$ cat config.mk
export PLATFORM = sky130hd
export DESIGN_NAME = led_pulse_bit_expander
export DESIGN_NICKNAME = d
export VERILOG_FILES = /design/src/hdl/lpbe_pkg.sv /design/src/hdl/lpbe_pack.sv /design/src/hdl/lpbe_emit.sv /design/src/hdl/led_pulse_bit_expander.sv
export SDC_FILE = /design/constraint.sdc
export NUM_CORES = 1
export LEC_CHECK = 0
export ABC_AREA = 1
export BUFFER_PORTS_ARGS = -buffer_cell sky130_fd_sc_hd__buf_2
export CAP_MARGIN = 30
export CELL_PAD_IN_SITES_DETAIL_PLACEMENT = 1
export CELL_PAD_IN_SITES_GLOBAL_PLACEMENT = 1
export CORE_UTILIZATION = 25
export CTS_BUF_LIST = sky130_fd_sc_hd__clkbuf_2 sky130_fd_sc_hd__clkbuf_4 sky130_fd_sc_hd__clkbuf_8
export CTS_CLUSTER_SIZE = 28
export DETAILED_ROUTE_END_ITERATION = 8
export PLACE_DENSITY = 0.61
export SLEW_MARGIN = 20
export SYNTH_ARGS = -nofsm -noshare
export SYNTH_HDL_FRONTEND = slang
export SYNTH_SLANG_ARGS = --single-unit
$ cat constraint.sdc
create_clock -name clock -period 13.8 [get_ports clock]
set_input_delay 2.76 -clock clock [delete_from_list [all_inputs] [get_ports clock]]
set_output_delay 2.76 -clock clock [all_outputs]
set_load 0.1 [all_outputs]
$ cat src/hdl/lpbe_pkg.sv
// ----------------------------------------------------------------------------
// lpbe_pkg
// Shared types and constants of the LED pulse bit expander.
// ----------------------------------------------------------------------------
package lpbe_pkg;

   localparam int WORD_W   = 64;
   localparam int PAT_W    = 40;
   localparam int FILL_W   = 6;
   localparam int BYTES_W  = 4;
   localparam int PAD_W    = 4;
   localparam int CSR_IDX_W  = 1;
   localparam int CSR_DATA_W = 4;

   // configuration register indexes
   localparam logic [CSR_IDX_W-1:0] CSR_EXPANSION_MODE = 1'd0;
   localparam logic [CSR_IDX_W-1:0] CSR_PAD_WORD_COUNT = 1'd1;

   localparam logic [PAD_W-1:0]   PAD_COUNT_RESET = 4'd15;
   localparam logic [BYTES_W-1:0] FULL_WORD_BYTES = 4'd8;

   typedef struct packed {
      logic [7:0] color_byte;
      logic       frame_start;
      logic       frame_end;
   } req_type;

   typedef struct packed {
      logic [WORD_W-1:0]  spi_word;
      logic [BYTES_W-1:0] valid_bytes;
      logic               word_is_last;
   } rsp_type;

   // words owed for one request, in emission order
   typedef struct packed {
      logic [PAD_W-1:0]   lead_cnt;
      logic               has_full;
      logic [WORD_W-1:0]  full_word;
      logic               has_flush;
      logic [WORD_W-1:0]  flush_word;
      logic [BYTES_W-1:0] flush_bytes;
      logic [PAD_W-1:0]   trail_cnt;
      logic               frame_end;
   } plan_type;

endpackage

$ cat src/hdl/lpbe_pack.sv
// ----------------------------------------------------------------------------
// lpbe_pack
// Expands one color byte into its pulse pattern and packs it into the
// accumulator; produces the list of words the request owes.
// ----------------------------------------------------------------------------
module lpbe_pack (
   input  logic                          clock,
   input  logic                          reset,
   input  logic                          mode,
   input  logic [lpbe_pkg::PAD_W-1:0]    pad_count,
   input  lpbe_pkg::req_type             req,
   input  logic                          accept,
   output lpbe_pkg::plan_type            plan,
   output logic                          plan_nonempty,
   output logic [lpbe_pkg::FILL_W-1:0]   fill_bits
);

   logic [lpbe_pkg::WORD_W-1:0] acc_ff, acc_in;
   logic [lpbe_pkg::FILL_W-1:0] fill_ff, fill_in;

   logic [lpbe_pkg::PAT_W-1:0]  pat3, pat5, pat;
   logic [lpbe_pkg::FILL_W-1:0] pat_len;
   logic [lpbe_pkg::WORD_W-1:0] base_acc;
   logic [lpbe_pkg::FILL_W-1:0] base_fill;
   logic [2*lpbe_pkg::WORD_W-1:0] window;
   logic [lpbe_pkg::FILL_W:0]   total;
   logic                        word_full;
   logic [lpbe_pkg::WORD_W-1:0] rem_word;
   logic [lpbe_pkg::FILL_W-1:0] rem_fill;
   logic [lpbe_pkg::FILL_W:0]   round_up;

   // three-bit mode: 1,b,0 per data bit
   always_comb begin
      pat3 = '0;
      for (int i = 0; i < 8; i++) begin
         pat3[lpbe_pkg::PAT_W-1-3*i -: 3] = {1'b1, req.color_byte[7-i], 1'b0};
      end
   end

   // five-slot mode: 11100 for a one, 1000 for a zero
   always_comb begin
      logic [lpbe_pkg::FILL_W-1:0] off;
      logic [4:0]                  sym;
      off  = '0;
      pat5 = '0;
      for (int i = 0; i < 8; i++) begin
         sym  = req.color_byte[7-i] ? 5'b11100 : 5'b10000;
         pat5 = pat5 | ({sym, {(lpbe_pkg::PAT_W-5){1'b0}}} >> off);
         off  = off + (req.color_byte[7-i] ? 6'd5 : 6'd4);
      end
   end

   assign pat     = mode ? pat5 : pat3;
   assign pat_len = mode ? (6'd32 + 6'($countones(req.color_byte))) : 6'd24;

   // a frame start drops whatever is pending
   assign base_acc  = req.frame_start ? '0 : acc_ff;
   assign base_fill = req.frame_start ? '0 : fill_ff;

   assign window = {base_acc, {lpbe_pkg::WORD_W{1'b0}}}
                 | ({pat, {(2*lpbe_pkg::WORD_W-lpbe_pkg::PAT_W){1'b0}}} >> base_fill);
   assign total     = {1'b0, base_fill} + {1'b0, pat_len};
   assign word_full = total[lpbe_pkg::FILL_W];
   assign rem_word  = word_full ? window[lpbe_pkg::WORD_W-1:0]
                                : window[2*lpbe_pkg::WORD_W-1:lpbe_pkg::WORD_W];
   assign rem_fill  = total[lpbe_pkg::FILL_W-1:0];
   assign round_up  = {1'b0, rem_fill} + 7'd7;

   always_comb begin
      plan.lead_cnt    = req.frame_start ? pad_count : '0;
      plan.has_full    = word_full;
      plan.full_word   = window[2*lpbe_pkg::WORD_W-1:lpbe_pkg::WORD_W];
      plan.has_flush   = req.frame_end && (rem_fill != '0);
      plan.flush_word  = rem_word;
      plan.flush_bytes = round_up[lpbe_pkg::FILL_W:3];
      plan.trail_cnt   = req.frame_end ? pad_count : '0;
      plan.frame_end   = req.frame_end;
   end

   assign plan_nonempty = (plan.lead_cnt != '0) || plan.has_full || plan.has_flush
                        || (plan.trail_cnt != '0);

   assign acc_in  = req.frame_end ? '0 : rem_word;
   assign fill_in = req.frame_end ? '0 : rem_fill;

   always_ff @(posedge clock) begin
      if (reset) begin
         acc_ff  <= '0;
         fill_ff <= '0;
      end else if (accept) begin
         acc_ff  <= acc_in;
         fill_ff <= fill_in;
      end
   end

   assign fill_bits = fill_ff;

endmodule

$ cat src/hdl/lpbe_emit.sv
// ----------------------------------------------------------------------------
// lpbe_emit
// Holds the words owed by one request and hands them out one per cycle
// through the output register, whenever that register is free to take one.
// ----------------------------------------------------------------------------
module lpbe_emit (
   input  logic                 clock,
   input  logic                 reset,
   input  logic                 accept,
   input  lpbe_pkg::plan_type   plan,
   input  logic                 plan_nonempty,
   output logic                 in_ready,
   output logic                 plan_busy,
   output logic                 out_valid,
   input  logic                 out_ready,
   output lpbe_pkg::rsp_type    out_data
);

   lpbe_pkg::plan_type plan_ff, plan_in;
   logic               plan_valid_ff;
   lpbe_pkg::rsp_type  rsp_ff, rsp_in;
   logic               rsp_valid_ff;
   logic               out_free, step, done;

   assign out_free = !rsp_valid_ff || out_ready;
   assign step     = plan_valid_ff && out_free;

   // pick the next word: leading pad, full word, flush word, trailing pad
   always_comb begin
      plan_in = plan_ff;
      rsp_in.spi_word    = '0;
      rsp_in.valid_bytes = lpbe_pkg::FULL_WORD_BYTES;
      if (plan_ff.lead_cnt != '0) begin
         plan_in.lead_cnt = plan_ff.lead_cnt - 4'd1;
      end else if (plan_ff.has_full) begin
         plan_in.has_full = 1'b0;
         rsp_in.spi_word  = plan_ff.full_word;
      end else if (plan_ff.has_flush) begin
         plan_in.has_flush  = 1'b0;
         rsp_in.spi_word    = plan_ff.flush_word;
         rsp_in.valid_bytes = plan_ff.flush_bytes;
      end else begin
         plan_in.trail_cnt = plan_ff.trail_cnt - 4'd1;
      end
      done = (plan_in.lead_cnt == '0) && !plan_in.has_full && !plan_in.has_flush
           && (plan_in.trail_cnt == '0);
      rsp_in.word_is_last = plan_ff.frame_end && done;
   end

   assign in_ready = !plan_valid_ff || (step && done);

   always_ff @(posedge clock) begin
      if (reset) begin
         plan_valid_ff <= 1'b0;
      end else if (accept) begin
         plan_valid_ff <= plan_nonempty;
      end else if (step && done) begin
         plan_valid_ff <= 1'b0;
      end
   end

   always_ff @(posedge clock) begin
      if (accept) begin
         plan_ff <= plan;
      end else if (step) begin
         plan_ff <= plan_in;
      end
   end

   always_ff @(posedge clock) begin
      if (reset) begin
         rsp_valid_ff <= 1'b0;
      end else if (step) begin
         rsp_valid_ff <= 1'b1;
      end else if (out_ready) begin
         rsp_valid_ff <= 1'b0;
      end
   end

   always_ff @(posedge clock) begin
      if (step) begin
         rsp_ff <= rsp_in;
      end
   end

   assign plan_busy = plan_valid_ff;
   assign out_valid = rsp_valid_ff;
   assign out_data  = rsp_ff;

endmodule

$ cat src/hdl/led_pulse_bit_expander.sv
// ----------------------------------------------------------------------------
// led_pulse_bit_expander
// Expands LED color bytes into SPI pulse patterns packed in 64-bit words,
// with zero pad words around each frame.
// ----------------------------------------------------------------------------
//
//  port group  direction  handshake              payload
//  req_*       in         req_valid / req_ready  req_data  (color byte, frame flags)
//  rsp_*       out        rsp_valid / rsp_ready  rsp_data  (spi word, bytes, last)
//  csr_*       in         csr_write_en           csr_index, csr_wdata
//
//  a request that yields at most one word is taken every cycle while the
//  output is not stalled; a request that yields more words holds the word
//  sequencer until its last word has gone to the output register (up to 32
//  words with leading pad, full word, flush word and trailing pad); a result
//  is registered first in the word sequencer, then in the output register;
//  a stalled output holds its word while the next request waits in the sequencer
//  reset (synchronous) clears the accumulator, fill count, valid flags and
//  sets three-bit mode with 15 pad words
//
module led_pulse_bit_expander (
   input  logic                              clock,
   input  logic                              reset,
   input  logic                              req_valid,
   output logic                              req_ready,
   input  lpbe_pkg::req_type                 req_data,
   output logic                              rsp_valid,
   input  logic                              rsp_ready,
   output lpbe_pkg::rsp_type                 rsp_data,
   input  logic                              csr_write_en,
   input  logic [lpbe_pkg::CSR_IDX_W-1:0]    csr_index,
   input  logic [lpbe_pkg::CSR_DATA_W-1:0]   csr_wdata
);

   logic                          mode_ff;
   logic [lpbe_pkg::PAD_W-1:0]    pad_count_ff;
   logic                          accept;
   lpbe_pkg::plan_type            plan;
   logic                          plan_nonempty;
   logic                          plan_busy;
   logic [lpbe_pkg::FILL_W-1:0]   fill_bits;

   // configuration registers; the user must write them only while idle, the block itself does not enforce it
   always_ff @(posedge clock) begin
      if (reset) begin
         mode_ff      <= 1'b0;
         pad_count_ff <= lpbe_pkg::PAD_COUNT_RESET;
      end else if (csr_write_en) begin
         case (csr_index)
            lpbe_pkg::CSR_EXPANSION_MODE: mode_ff      <= csr_wdata[0];
            lpbe_pkg::CSR_PAD_WORD_COUNT: pad_count_ff <= csr_wdata[lpbe_pkg::PAD_W-1:0];
            default: ;
         endcase
      end
   end

   assign accept = req_valid && req_ready;

   // pattern expansion and packing into the accumulator
   lpbe_pack u_pack (
      .clock         (clock),
      .reset         (reset),
      .mode          (mode_ff),
      .pad_count     (pad_count_ff),
      .req           (req_data),
      .accept        (accept),
      .plan          (plan),
      .plan_nonempty (plan_nonempty),
      .fill_bits     (fill_bits)
   );

   // word sequencer and output register
   lpbe_emit u_emit (
      .clock         (clock),
      .reset         (reset),
      .accept        (accept),
      .plan          (plan),
      .plan_nonempty (plan_nonempty),
      .in_ready      (req_ready),
      .plan_busy     (plan_busy),
      .out_valid     (rsp_valid),
      .out_ready     (rsp_ready),
      .out_data      (rsp_data)
   );

   // a frame end always leaves the accumulator empty
   assert property (@(posedge clock) disable iff (reset)
      accept && req_data.frame_end |=> fill_bits == '0)
      else $error("accumulator not empty after frame end");

   // a new word only appears when a request had words pending
   assert property (@(posedge clock) disable iff (reset)
      $rose(rsp_valid) |-> $past(plan_busy))
      else $error("word emitted with nothing pending");

endmodule

Word-level counts from Yosys, hierarchy flattened
Cells that the tools add are included.
{"block": "totals", "ff_bits": 289, "input_bits": 20, "elab_cells": 121}
{"block": "classes", "n_addsub": 18, "shift": 8, "n_mux": 39, "bitwise_logic": 10, "n_reduce_logical": 29}
{"cell": "143-bit 2-to-1 mux", "count": 2}
{"cell": "40-bit bitwise OR", "count": 7}
{"cell": "40-bit by 6-bit right shift with 40-bit output", "count": 7}
{"cell": "64-bit 2-to-1 mux", "count": 4}
{"cell": "128-bit bitwise OR", "count": 1}
{"cell": "128-bit by 6-bit right shift with 128-bit output", "count": 1}
{"cell": "68-bit 2-to-1 mux", "count": 1}
{"cell": "4-bit 2-to-1 mux", "count": 14}
{"cell": "6-bit adder", "count": 9}
{"cell": "40-bit 2-to-1 mux", "count": 1}
{"cell": "6-bit 2-to-1 mux", "count": 3}
{"cell": "1-bit 2-to-1 mux", "count": 14}
{"cell": "4-bit nonzero test", "count": 3}
{"cell": "1-bit by 1-bit adder with 2-bit output", "count": 4}
{"cell": "1-bit logical AND", "count": 8}
{"cell": "4-bit zero test", "count": 2}
{"cell": "4-bit by 1-bit subtractor with 4-bit output, second input constant", "count": 2}
{"cell": "6-bit by 3-bit adder with 7-bit output, second input constant", "count": 1}
{"cell": "6-bit by 6-bit adder with 7-bit output", "count": 1}
{"cell": "6-bit adder, first input constant", "count": 1}
{"cell": "2-bit nonzero test", "count": 3}
{"cell": "6-bit nonzero test", "count": 1}
{"cell": "1-bit logical OR", "count": 5}
{"cell": "1-bit zero test", "count": 4}
{"cell": "other kinds (3)", "count": 5}

Depth between registers and ports, before layout
Gate-level depths: netlist of the first run.
{"block": "depth", "ltp_word": 14, "ltp_mapped": 35, "mapped_depth_nobuf": 32}

Cells and area by module
A second synthesis of the first run with hierarchy kept.
{"block": "hier_totals", "hier_cells": 2648, "hier_area_um2": 19342.3}
{"module": "lpbe_pack", "instances": 1, "cells_each": 1938, "area_per_inst_um2": 10420.0, "seq_area_each_um2": 1401.3}
{"module": "lpbe_emit", "instances": 1, "cells_each": 682, "area_per_inst_um2": 8725.9, "seq_area_each_um2": 6406.1}
{"module": "led_pulse_bit_expander", "instances": 1, "cells_each": 28, "area_per_inst_um2": 196.4, "seq_area_each_um2": 100.1}

Worst setup path before layout of the first run
No wires, ideal clock.
{"block": "synth_timing", "path_kind": "input -> register", "startpoint": "in req_data[9] (netlist bit)", "endpoint": "reg u_emit.plan_ff[25] (netlist bit) (data pin)", "setup_time_ns": 0.149, "arrival_ns": 7.212, "path_slack_ns": 6.439, "path_stages": 31, "path_cell_list": "inv_1 > ha_1 > ha_1 > ha_1 > clkinv_1 > ha_1 > buf_2 > inv_1 > ha_1 > buf_4 > inv_4 > ha_1 > buf_2 > inv_2 > ha_1 > inv_1 > nor2_1 > a21oi_1 > nor2_1 > nand3_1 > nand2_1 > nand3_1 > nand3_1 > nand3_1 > nand2_1 > nand2_1 > nand3_1 > nand3_1 > o211ai_1 > nand2_1 > nor2_1"}
{"block": "synth_between", "elab_chain_len": 14, "word_cells_on_any_way": 33, "cone_classes": "add/sub: 11; shift: 8; mux: 6; bitwise: 8"}
{"item": "from (decl)", "line": "led_pulse_bit_expander.sv:26", "text": "input lpbe_pkg::req_type req_data,"}
{"item": "1-bit 2-to-1 mux", "line": "lpbe_pack.sv:49", "text": "off = off + (req.color_byte[7-i] ? 6'd5 : 6'd4);"}
{"item": "6-bit adder or 40-bit by 6-bit right shift with 40-bit output (tied branches)", "line": "lpbe_pack.sv:49, lpbe_pack.sv:48"}
{"item": "6-bit adder, or another cell as far along (5 in a row)", "line": "lpbe_pack.sv:49"}
{"item": "40-bit by 6-bit right shift with 40-bit output or 40-bit bitwise OR (tied branches)", "line": "lpbe_pack.sv:48", "text": "pat5 = pat5 | ({sym, {(lpbe_pkg::PAT_W-5){1'b0}}} >> off);"}
{"item": "40-bit bitwise OR", "line": "lpbe_pack.sv:48"}
{"item": "40-bit 2-to-1 mux", "line": "lpbe_pack.sv:53", "text": "assign pat = mode ? pat5 : pat3;"}
{"item": "128-bit by 6-bit right shift with 128-bit output", "line": "lpbe_pack.sv:61", "text": "| ({pat, {(2*lpbe_pkg::WORD_W-lpbe_pkg::PAT_W){1'b0}}} >> base_fill);"}
{"item": "128-bit bitwise OR", "line": "lpbe_pack.sv:61"}
{"item": "64-bit 2-to-1 mux *", "line": "lpbe_pack.sv:64", "text": "assign rem_word = word_full ? window[lpbe_pkg::WORD_W-1:0]"}
{"item": "143-bit 2-to-1 mux *", "line": "lpbe_emit.sv:63", "text": "if (accept) begin"}
{"item": "to (signal assigned)", "line": "lpbe_emit.sv:64", "text": "plan_ff <= plan;"}
{"item": "to (signal assigned)", "line": "lpbe_emit.sv:66", "text": "plan_ff <= plan_in;"}
{"item": "to (decl)", "line": "lpbe_emit.sv:19", "text": "lpbe_pkg::plan_type plan_ff, plan_in;"}
Every way passes the cells marked *; elsewhere a longest branch is shown, timed or not.
A chain may end at the register's enable or synchronous reset.

Worst setup path after layout of the first run
{"block": "layout_timing", "startpoint": "in req_data[9] (netlist bit)", "endpoint": "reg u_pack.acc_ff[21] (netlist bit)"}
{"block": "layout_between", "elab_chain_len": 14, "word_cells_on_any_way": 33, "cone_classes": "add/sub: 11; shift: 8; mux: 6; bitwise: 8"}
{"item": "1-bit 2-to-1 mux", "line": "lpbe_pack.sv:49"}
{"item": "6-bit adder or 40-bit by 6-bit right shift with 40-bit output (tied branches)", "line": "lpbe_pack.sv:49, lpbe_pack.sv:48"}
{"item": "6-bit adder, or another cell as far along (5 in a row)", "line": "lpbe_pack.sv:49"}
{"item": "40-bit by 6-bit right shift with 40-bit output or 40-bit bitwise OR (tied branches)", "line": "lpbe_pack.sv:48"}
{"item": "40-bit bitwise OR", "line": "lpbe_pack.sv:48"}
{"item": "40-bit 2-to-1 mux", "line": "lpbe_pack.sv:53"}
{"item": "128-bit by 6-bit right shift with 128-bit output", "line": "lpbe_pack.sv:61"}
{"item": "128-bit bitwise OR", "line": "lpbe_pack.sv:61"}
{"item": "64-bit 2-to-1 mux *", "line": "lpbe_pack.sv:64"}
{"item": "64-bit 2-to-1 mux *", "line": "lpbe_pack.sv:83", "text": "assign acc_in = req.frame_end ? '0 : rem_word;"}
{"item": "to (signal assigned)", "line": "lpbe_pack.sv:91", "text": "acc_ff <= acc_in;"}
{"item": "to (decl)", "line": "lpbe_pack.sv:18", "text": "logic [lpbe_pkg::WORD_W-1:0] acc_ff, acc_in;"}
Marked as above.

==> flow_metrics.env, run 1 <==
export IMPL_status="completed"
export IMPL_synthesis_area_mm2=0.0178
export IMPL_drv_cap=0
export IMPL_worstSkewPairLatency_ns=0.66
export IMPL_sequential_element_share_of_the_synthesized_area_pct=44.4
export IMPL_max_freq_mhz=117
export IMPL_holdBufCountCts=0
export IMPL_detail_route_drc_violations=0
export IMPL_final_net_count=2355
export IMPL_rows=97
export IMPL_syn_instance_count=2282
export IMPL_arrival_time_of_data_at_the_critical_path_endpoint_ns=9.10
export IMPL_p_int_uw=1690
export IMPL_core_area_mm2=0.0703
export IMPL_hold_depth=2
export IMPL_power_combinational_fraction_pct=34.1
export IMPL_min_period_over_period_pct=62.1
export IMPL_grt_setup_unrepaired="false"
export IMPL_via_per_inst=5.19
export IMPL_critical_path_slowest_cell="sky130_fd_sc_hd__ha_1"
export IMPL_numPlacedInstances=3184
export IMPL_die_area_mm2=0.0723
export IMPL_die_y_um=269
export IMPL_initial_core_util_pct=25.3
export IMPL_critPathMaxStageDelay_ns=0.58
export IMPL_cts_post_setup_buffers_inserted=0
export IMPL_drt_met1_wl_um=30300
export IMPL_synth_enable_flop_cells=212
export IMPL_synth_flop_cell="sky130_fd_sc_hd__edfxtp_1"
export IMPL_yosysTopAreaCell="sky130_fd_sc_hd__edfxtp_1"
export IMPL_grt_pass1_wl_um=106000
export IMPL_maxUsedRoutingLayer="met4"
export IMPL_setup_viol_count_final=0
export IMPL_worstMarginPinSlew_ns=0.996
export IMPL_ys_ff_latch=289
export IMPL_most_used_standard_cells_in_the_synthesized_netlist="sky130_fd_sc_hd__nand2_1 (576), sky130_fd_sc_hd__nand3_1 (487), sky130_fd_sc_hd__edfxtp_1 (212), sky130_fd_sc_hd__inv_1 (147), sky130_fd_sc_hd__a21oi_1 (145)"
export IMPL_number_of_antenna_violations_at_the_first_check_in_global_routing=1
export IMPL_critical_path_reg2reg_endpoint="u_pack.acc_ff[62]"
export IMPL_number_of_buffers_inserted_during_clock_tree_synthesis=48
export IMPL_relSlewSlack_pct=33.6
export IMPL_clock_skew_final_ns=0.0549
export IMPL_ctsResizeCount=0
export IMPL_power_static_leakage_uw=0.00811
export IMPL_met2_wirelength_um=34200
export IMPL_post_synth_arst_share_pct=0
export IMPL_gpl_final_weighted_congestion=0.933
export IMPL_synth_fp_nets=2343
export IMPL_ys_top_cells_by_area="sky130_fd_sc_hd__edfxtp_1 (36%), sky130_fd_sc_hd__nand3_1 (14%), sky130_fd_sc_hd__nand2_1 (12%), sky130_fd_sc_hd__dfxtp_1 (8.7%), sky130_fd_sc_hd__a21oi_1 (4.1%)"
export IMPL_clockBufferDepth=3
export IMPL_total_power_uw=2850
export IMPL_hold_path_class="flip-flop to flip-flop"
export IMPL_timing_critical_path_fanout_max=11
export IMPL_drt_wl_total_um=69200
export IMPL_yosysMostFrequentCell="sky130_fd_sc_hd__nand2_1"
export IMPL_number_of_global_route_vias_before_repair=17350
export IMPL_fin_util_pct=28.6
export IMPL_synth_top_area_share_pct=35.7
export IMPL_kind_of_critical_path="input pin to flip-flop"
export IMPL_setup_worst_path_end_class="flip-flop"
export IMPL_io_pin_count=91
export IMPL_drtAntennaViolNets=0
export IMPL_detail_route_iter0_violations=1277
export IMPL_r2r_setup_slack_ns=7.76
export IMPL_grt_start_max_net_pins=89
export IMPL_startpoint_type="input pin"
export IMPL_share_seq_of_total_power_pct=36.7
export IMPL_fillers=8426
export IMPL_worst_r2r_cell_count=19
export IMPL_reg2reg_from="u_emit.plan_ff[140]"
export IMPL_cts_tree="yes"
export IMPL_finalNonFillerCells=3275
export IMPL_critical_path_required_ns=14.33
export IMPL_power_per_cell_area_mw_per_mm2=142
export IMPL_worst_ir_drop_vdd_v=0.0000601
export IMPL_syn_to_final_growth_pct=12.7
export IMPL_clock_sinks=289
export IMPL_synthDistinctLibCells=55
export IMPL_clk_pin_slew_ns=0.06
export IMPL_htree_levels=2
export IMPL_hold_worst_slack_ns=0.468
export IMPL_final_setup_tns_ns=0
export IMPL_synthesis_yosys_warnings=0
export IMPL_place_detailed_hpwl_um=49700
export IMPL_power_clock_fraction_pct=29.1
export IMPL_drv_slew=0
export IMPL_met3WireLength_um=2960
export IMPL_clock_root_buffer="sky130_fd_sc_hd__clkbuf_8"
export IMPL_global_route_usage_total_pct=19.2
export IMPL_hold_viol_final=0
export IMPL_syn_avg_cell_area_um2=7.81
export IMPL_port_buffers=90
export IMPL_dr_pass1_iters=5
export IMPL_whs_endpoint="u_pack.acc_ff[35]"
export IMPL_global_route_overflow_total=0
export IMPL_power_net_switching_uw=1160
export IMPL_sw_frac_of_total_pct=40.6
export IMPL_post_route_cells_drive_above_1_share_pct=11.8
export IMPL_final_period_minus_worst_setup_slack_ns=8.57
export IMPL_chipWidth_um=269
export IMPL_wl_per_cell_um=21.1
export IMPL_worstHoldStart="u_pack.acc_ff[35]"
export IMPL_vias=16993
==> power by group through the flow <==
stage	combinational (uW)	clock [uW]	sequential [uW]
floorplan	559	0	1190
global placement	962	0	1060
detailed placement	970	0	1060
CTS	974	852	1050
global route	1060	881	1050
finish	972	829	1050
==> final cells by class <==
type	instances	area [um^2]	share of cell area [%]
Inverter	166	631	3.14
Timing Repair Buffer	114	631	3.14
Antenna cell	1	2.50	0.0125
Clock buffer	76	902	4.49
Sequential cell	289	7910	39.4
Clock inverter	14	136	0.679
Tap cell	940	1180	5.86
Multi-Input combinational cell	1675	8690	43.3
==> state kept, by name (all words and copies together) (netlist names) <==
name and count:
u_emit.plan_ff 143, u_emit.plan_busy 1, mode_ff 1, pad_count_ff 4, u_emit.out_valid 1, u_emit.out_data 69
u_pack.fill_bits 6, u_pack.acc_ff 64
==> layout by cell type (no fill, tap or decap), drive strengths merged, types with 11 or more instances in the layout <==
cell    netlist  layout
inv         161     164
nor3         11      11
o21ai        99      99
clkinv        5      14
nor2        109     109
clkbuf       98      76
nand4        27      27
a32o         64      64
a21oi       146     146
a31oi        33      33
nand3       492     492
ha           35      35
nand2       587     587
edfxtp      212     212
buf          54     114
dfxtp        77      77
==> critical path: cells and delay by family <==
kind	cells	cell delay [ns]
adders and majority gates	6	2.40
AOI/OAI and AO/OA	3	0.91
buffers and inverters	6	0.92
and+or+nand+nor	13	2.10
==> layer usage <==
metal	vias up	track usage, %
li1	8013	-
met5	-	0
met3	93	2.25
met4	0	5.84
met1	8487	24.7
met2	400	33.4
==> metrics by stage <==
step | instance area, um^2 | setup WS (ns)
final | 20100 | 5.23
after global routing | 20100 | 4.76
after CTS | 20100 | 5.26
after detailed placement | 19000 | 4.58
after global placement | 19000 | 4.82
after floorplan | 17800 | 6.44
==> worst max path at each step <==
stage          cells past startpoint         from  slack, ns                  to
2_1_floorplan                     31  req_data[9]       6.44  u_emit.plan_ff[25]
3_3_place_gp                      23  req_data[9]       4.82   u_pack.acc_ff[37]
3_5_place_dp                      23  req_data[9]       4.58   u_pack.acc_ff[37]
4_1_cts                           23  req_data[9]       5.26   u_pack.acc_ff[25]
5_1_grt                           30  req_data[9]       4.76   u_pack.acc_ff[24]
6_report                          28  req_data[9]       5.23   u_pack.acc_ff[21]
==> kinds of logic after synthesis <==
family          Yosys count  share of synthesized area, %
simple gates           1249                          31.4
compound gates          376                          13.5
buf+inv                 318                          7.10
flops                   289                          44.4
fa+ha+maj                41                          3.13
xor+xnor                  9                         0.443
No activity file was read; power rests on OpenSTA's default activity.
==> run 2, diff against run 1 <==
- ABC_AREA: 1 -> 0
- clock period: 13.8 -> 7.55 ns (I/O delays scaled with it)
==> flow_metrics.env, run 2 <==
export IMPL_maxUsedRoutingLayer="met4"
export IMPL_wl_per_cell_um=26.6
export IMPL_syn_avg_cell_area_um2=9.05
export IMPL_drt_wl_total_um=88100
export IMPL_most_used_standard_cells_in_the_synthesized_netlist="sky130_fd_sc_hd__nor2_1 (262), sky130_fd_sc_hd__edfxtp_1 (212), sky130_fd_sc_hd__nand2_1 (190), sky130_fd_sc_hd__a21oi_1 (136), sky130_fd_sc_hd__clkbuf_1 (120)"
export IMPL_max_flop_register="u_emit.plan_ff"
export IMPL_drv_cap=0
export IMPL_ys_ff_latch=289
export IMPL_setup_viol_count_final=0
export IMPL_synthesis_yosys_warnings=0
export IMPL_post_synth_arst_share_pct=0
export IMPL_layout_cell_area_non_filler_mm2=0.0228
export IMPL_detail_route_drc_violations=0
export IMPL_die_area_mm2=0.0748
export IMPL_hold_viol_final=0
export IMPL_syn_to_final_growth_pct=23.9
export IMPL_yosysMostFrequentCell="sky130_fd_sc_hd__nor2_1"
export IMPL_synthesis_area_mm2=0.0184
export IMPL_chipWidth_um=273
export IMPL_cts_tree="yes"
export IMPL_global_route_usage_total_pct=23.2
export IMPL_critPathMaxStageDelay_ns=0.58
export IMPL_drt_met1_wl_um=37500
export IMPL_synth_fp_nets=2096
export IMPL_dr_pass1_iters=7
export IMPL_startpoint_type="input pin"
export IMPL_die_y_um=273
export IMPL_kind_of_critical_path="input pin to flip-flop"
export IMPL_post_route_cells_drive_above_1_share_pct=22.5
export IMPL_sequential_element_share_of_the_synthesized_area_pct=42.9
export IMPL_clk_pin_slew_ns=0.06
export IMPL_grt_pass1_wl_um=131000
export IMPL_number_of_antenna_violations_at_the_first_check_in_global_routing=1
export IMPL_worst_ir_drop_vdd_v=0.000133
export IMPL_final_net_count=2380
export IMPL_dpl_instance_area_mm2=0.0217
export IMPL_syn_instance_count=2035
export IMPL_clockBufferDepth=3
export IMPL_status="completed"
export IMPL_met2_wirelength_um=42100
export IMPL_min_period_over_period_pct=96.1
export IMPL_power_per_cell_area_mw_per_mm2=245
export IMPL_number_of_buffers_inserted_during_clock_tree_synthesis=45
export IMPL_critical_path_cell_chain="buf_2 -> fa_1 -> inv_1 -> ha_1 -> inv_1 -> ha_1 -> inv_1 -> ha_1 -> ha_1 -> ha_1 -> ha_1 -> buf_4 -> or3b_2 -> a31oi_1 -> a21oi_1 -> o21ai_0 -> nor3_1 -> a211oi_1 -> a221o_1 -> nor2_1 -> a211oi_2 -> buf_4 -> o41a_1 -> o2bb2ai_1"
export IMPL_final_period_minus_worst_setup_slack_ns=7.26
export IMPL_synth_flop_cell="sky130_fd_sc_hd__edfxtp_1"
export IMPL_cts_post_setup_buffers_inserted=0
export IMPL_power_static_leakage_uw=0.00874
export IMPL_arrival_time_of_data_at_the_critical_path_endpoint_ns=7.67
export IMPL_fin_util_pct=31.3
export IMPL_io_pin_count=91
export IMPL_worstMarginPinSlew_ns=0.965
export IMPL_place_detailed_hpwl_um=66900
export IMPL_detail_route_iter0_violations=1468
export IMPL_grt_setup_unrepaired="false"
export IMPL_number_of_global_route_vias_before_repair=19357
export IMPL_port_buffers=90
export IMPL_relSlewSlack_pct=35.0
export IMPL_ys_top_cells_by_area="sky130_fd_sc_hd__edfxtp_1 (35%), sky130_fd_sc_hd__dfxtp_1 (8.4%), sky130_fd_sc_hd__nor2_1 (5.3%), sky130_fd_sc_hd__a22o_1 (3.9%), sky130_fd_sc_hd__nand2_1 (3.9%)"
export IMPL_synth_enable_flop_cells=212
export IMPL_mostFrequentLayoutCell="sky130_fd_sc_hd__buf_4"
export IMPL_max_freq_mhz=138
export IMPL_yosysTopAreaCell="sky130_fd_sc_hd__edfxtp_1"
export IMPL_hold_path_class="flip-flop to flip-flop"
export IMPL_drv_slew=0
export IMPL_clock_sinks=289
export IMPL_final_cell_mix="sky130_fd_sc_hd__buf_4 (287), sky130_fd_sc_hd__nor2_1 (259), sky130_fd_sc_hd__edfxtp_1 (212)"
export IMPL_cp_common_cell="sky130_fd_sc_hd__ha_1"
export IMPL_rows=99
export IMPL_via_per_inst=5.67
export IMPL_initial_core_util_pct=25.2
export IMPL_drtAntennaViolNets=0
export IMPL_htree_levels=2
export IMPL_synthDistinctLibCells=96
export IMPL_largest_reg_flops=143
export IMPL_gpl_final_weighted_congestion=0.971
export IMPL_critical_path_required_ns=7.97
export IMPL_global_route_overflow_total=0
export IMPL_ctsResizeCount=0
export IMPL_fillers=8512
export IMPL_setup_worst_path_end_class="flip-flop"
export IMPL_met3WireLength_um=4710
export IMPL_grt_start_max_net_pins=83
export IMPL_synth_top_area_share_pct=34.6
export IMPL_timing_critical_path_fanout_max=6
export IMPL_holdBufCountCts=0
export IMPL_clock_root_buffer="sky130_fd_sc_hd__clkbuf_8"
export IMPL_clock_skew_final_ns=0.0379
export IMPL_core_area_mm2=0.0730
export IMPL_vias=18802
export IMPL_critical_path_slowest_cell="sky130_fd_sc_hd__fa_1"
export IMPL_worstSkewPairLatency_ns=0.61
## run 2: kinds of logic (layout without fill, tap and decap cells)
group | Yosys count | count (layout) | share of synthesized area (%)
buffers and inverters | 196 | 517 | 4.21
xor gates and xnor gates | 17 | 17 | 0.992
muxes | 46 | 46 | 2.58
other | 0 | 1 | 0
and+or+nand+nor | 705 | 705 | 17.4
AOI/OAI and AO/OA | 740 | 740 | 28.8
DFF | 289 | 289 | 42.9
adders and majority gates | 42 | 42 | 3.08
## run 2: metrics by stage
step	cells	power [uW]	worst slack [ns]	TNS, ns	hold WS, ns
detailed placement	3229	4090	-0.400	-5.18	0.450
CTS	3313	5610	0.198	0	0.461
global placement	3227	4070	-0.388	-5.04	0.431
finish	3316	5600	0.292	0	0.463
global route	3316	5820	0.0606	0	0.485
floorplan	2035	3100	0.173	0	0.417
## run 2: report_power, final
part           internal (uW)  total, uW  switching (uW)
Combinational            732       2230            1490
Sequential              1820       1870            46.7
Clock                    837       1500             666
## run 2: worst paths after layout
| path | cells past startpoint | to | slack [ns] | start |
|---|---|---|---|---|
| max | 24 | u_emit.plan_ff[38] | 0.29 | req_data[7] |
| min | 2 | u_pack.acc_ff[63] | 0.46 | u_pack.acc_ff[63] |
| max reg2reg | 13 | u_pack.acc_ff[14] | 2.75 | u_emit.plan_ff[139] |
| min reg2reg | 2 | u_pack.acc_ff[63] | 0.46 | u_pack.acc_ff[63] |
## run 2: layer usage
metal / GRT usage [%] / vias up
li1: - / 8412
met1: 29.8 / 9456
met2: 39.3 / 765
met4: 9.89 / 0
met5: 0 / -
met3: 2.53 / 169
## run 2: layout make-up
type	count	area [um^2]	share of cell area (%)
Clock buffer	64	806	3.53
Inverter	52	200	0.877
Clock inverter	20	223	0.976
Antenna cell	1	2.50	0.0110
Timing Repair Buffer	381	2670	11.7
Multi-Input combinational cell	1550	9810	43.0
Sequential cell	289	7910	34.7
Tap cell	959	1200	5.26
## run 2: critical path: cells and delay by family
| kind | cells | cell delay, ns |
|---|---|---|
| simple gates | 3 | 0.65 |
| fa+ha+maj | 7 | 2.36 |
| compound gates | 8 | 2.45 |
| buf+inv | 6 | 0.68 |
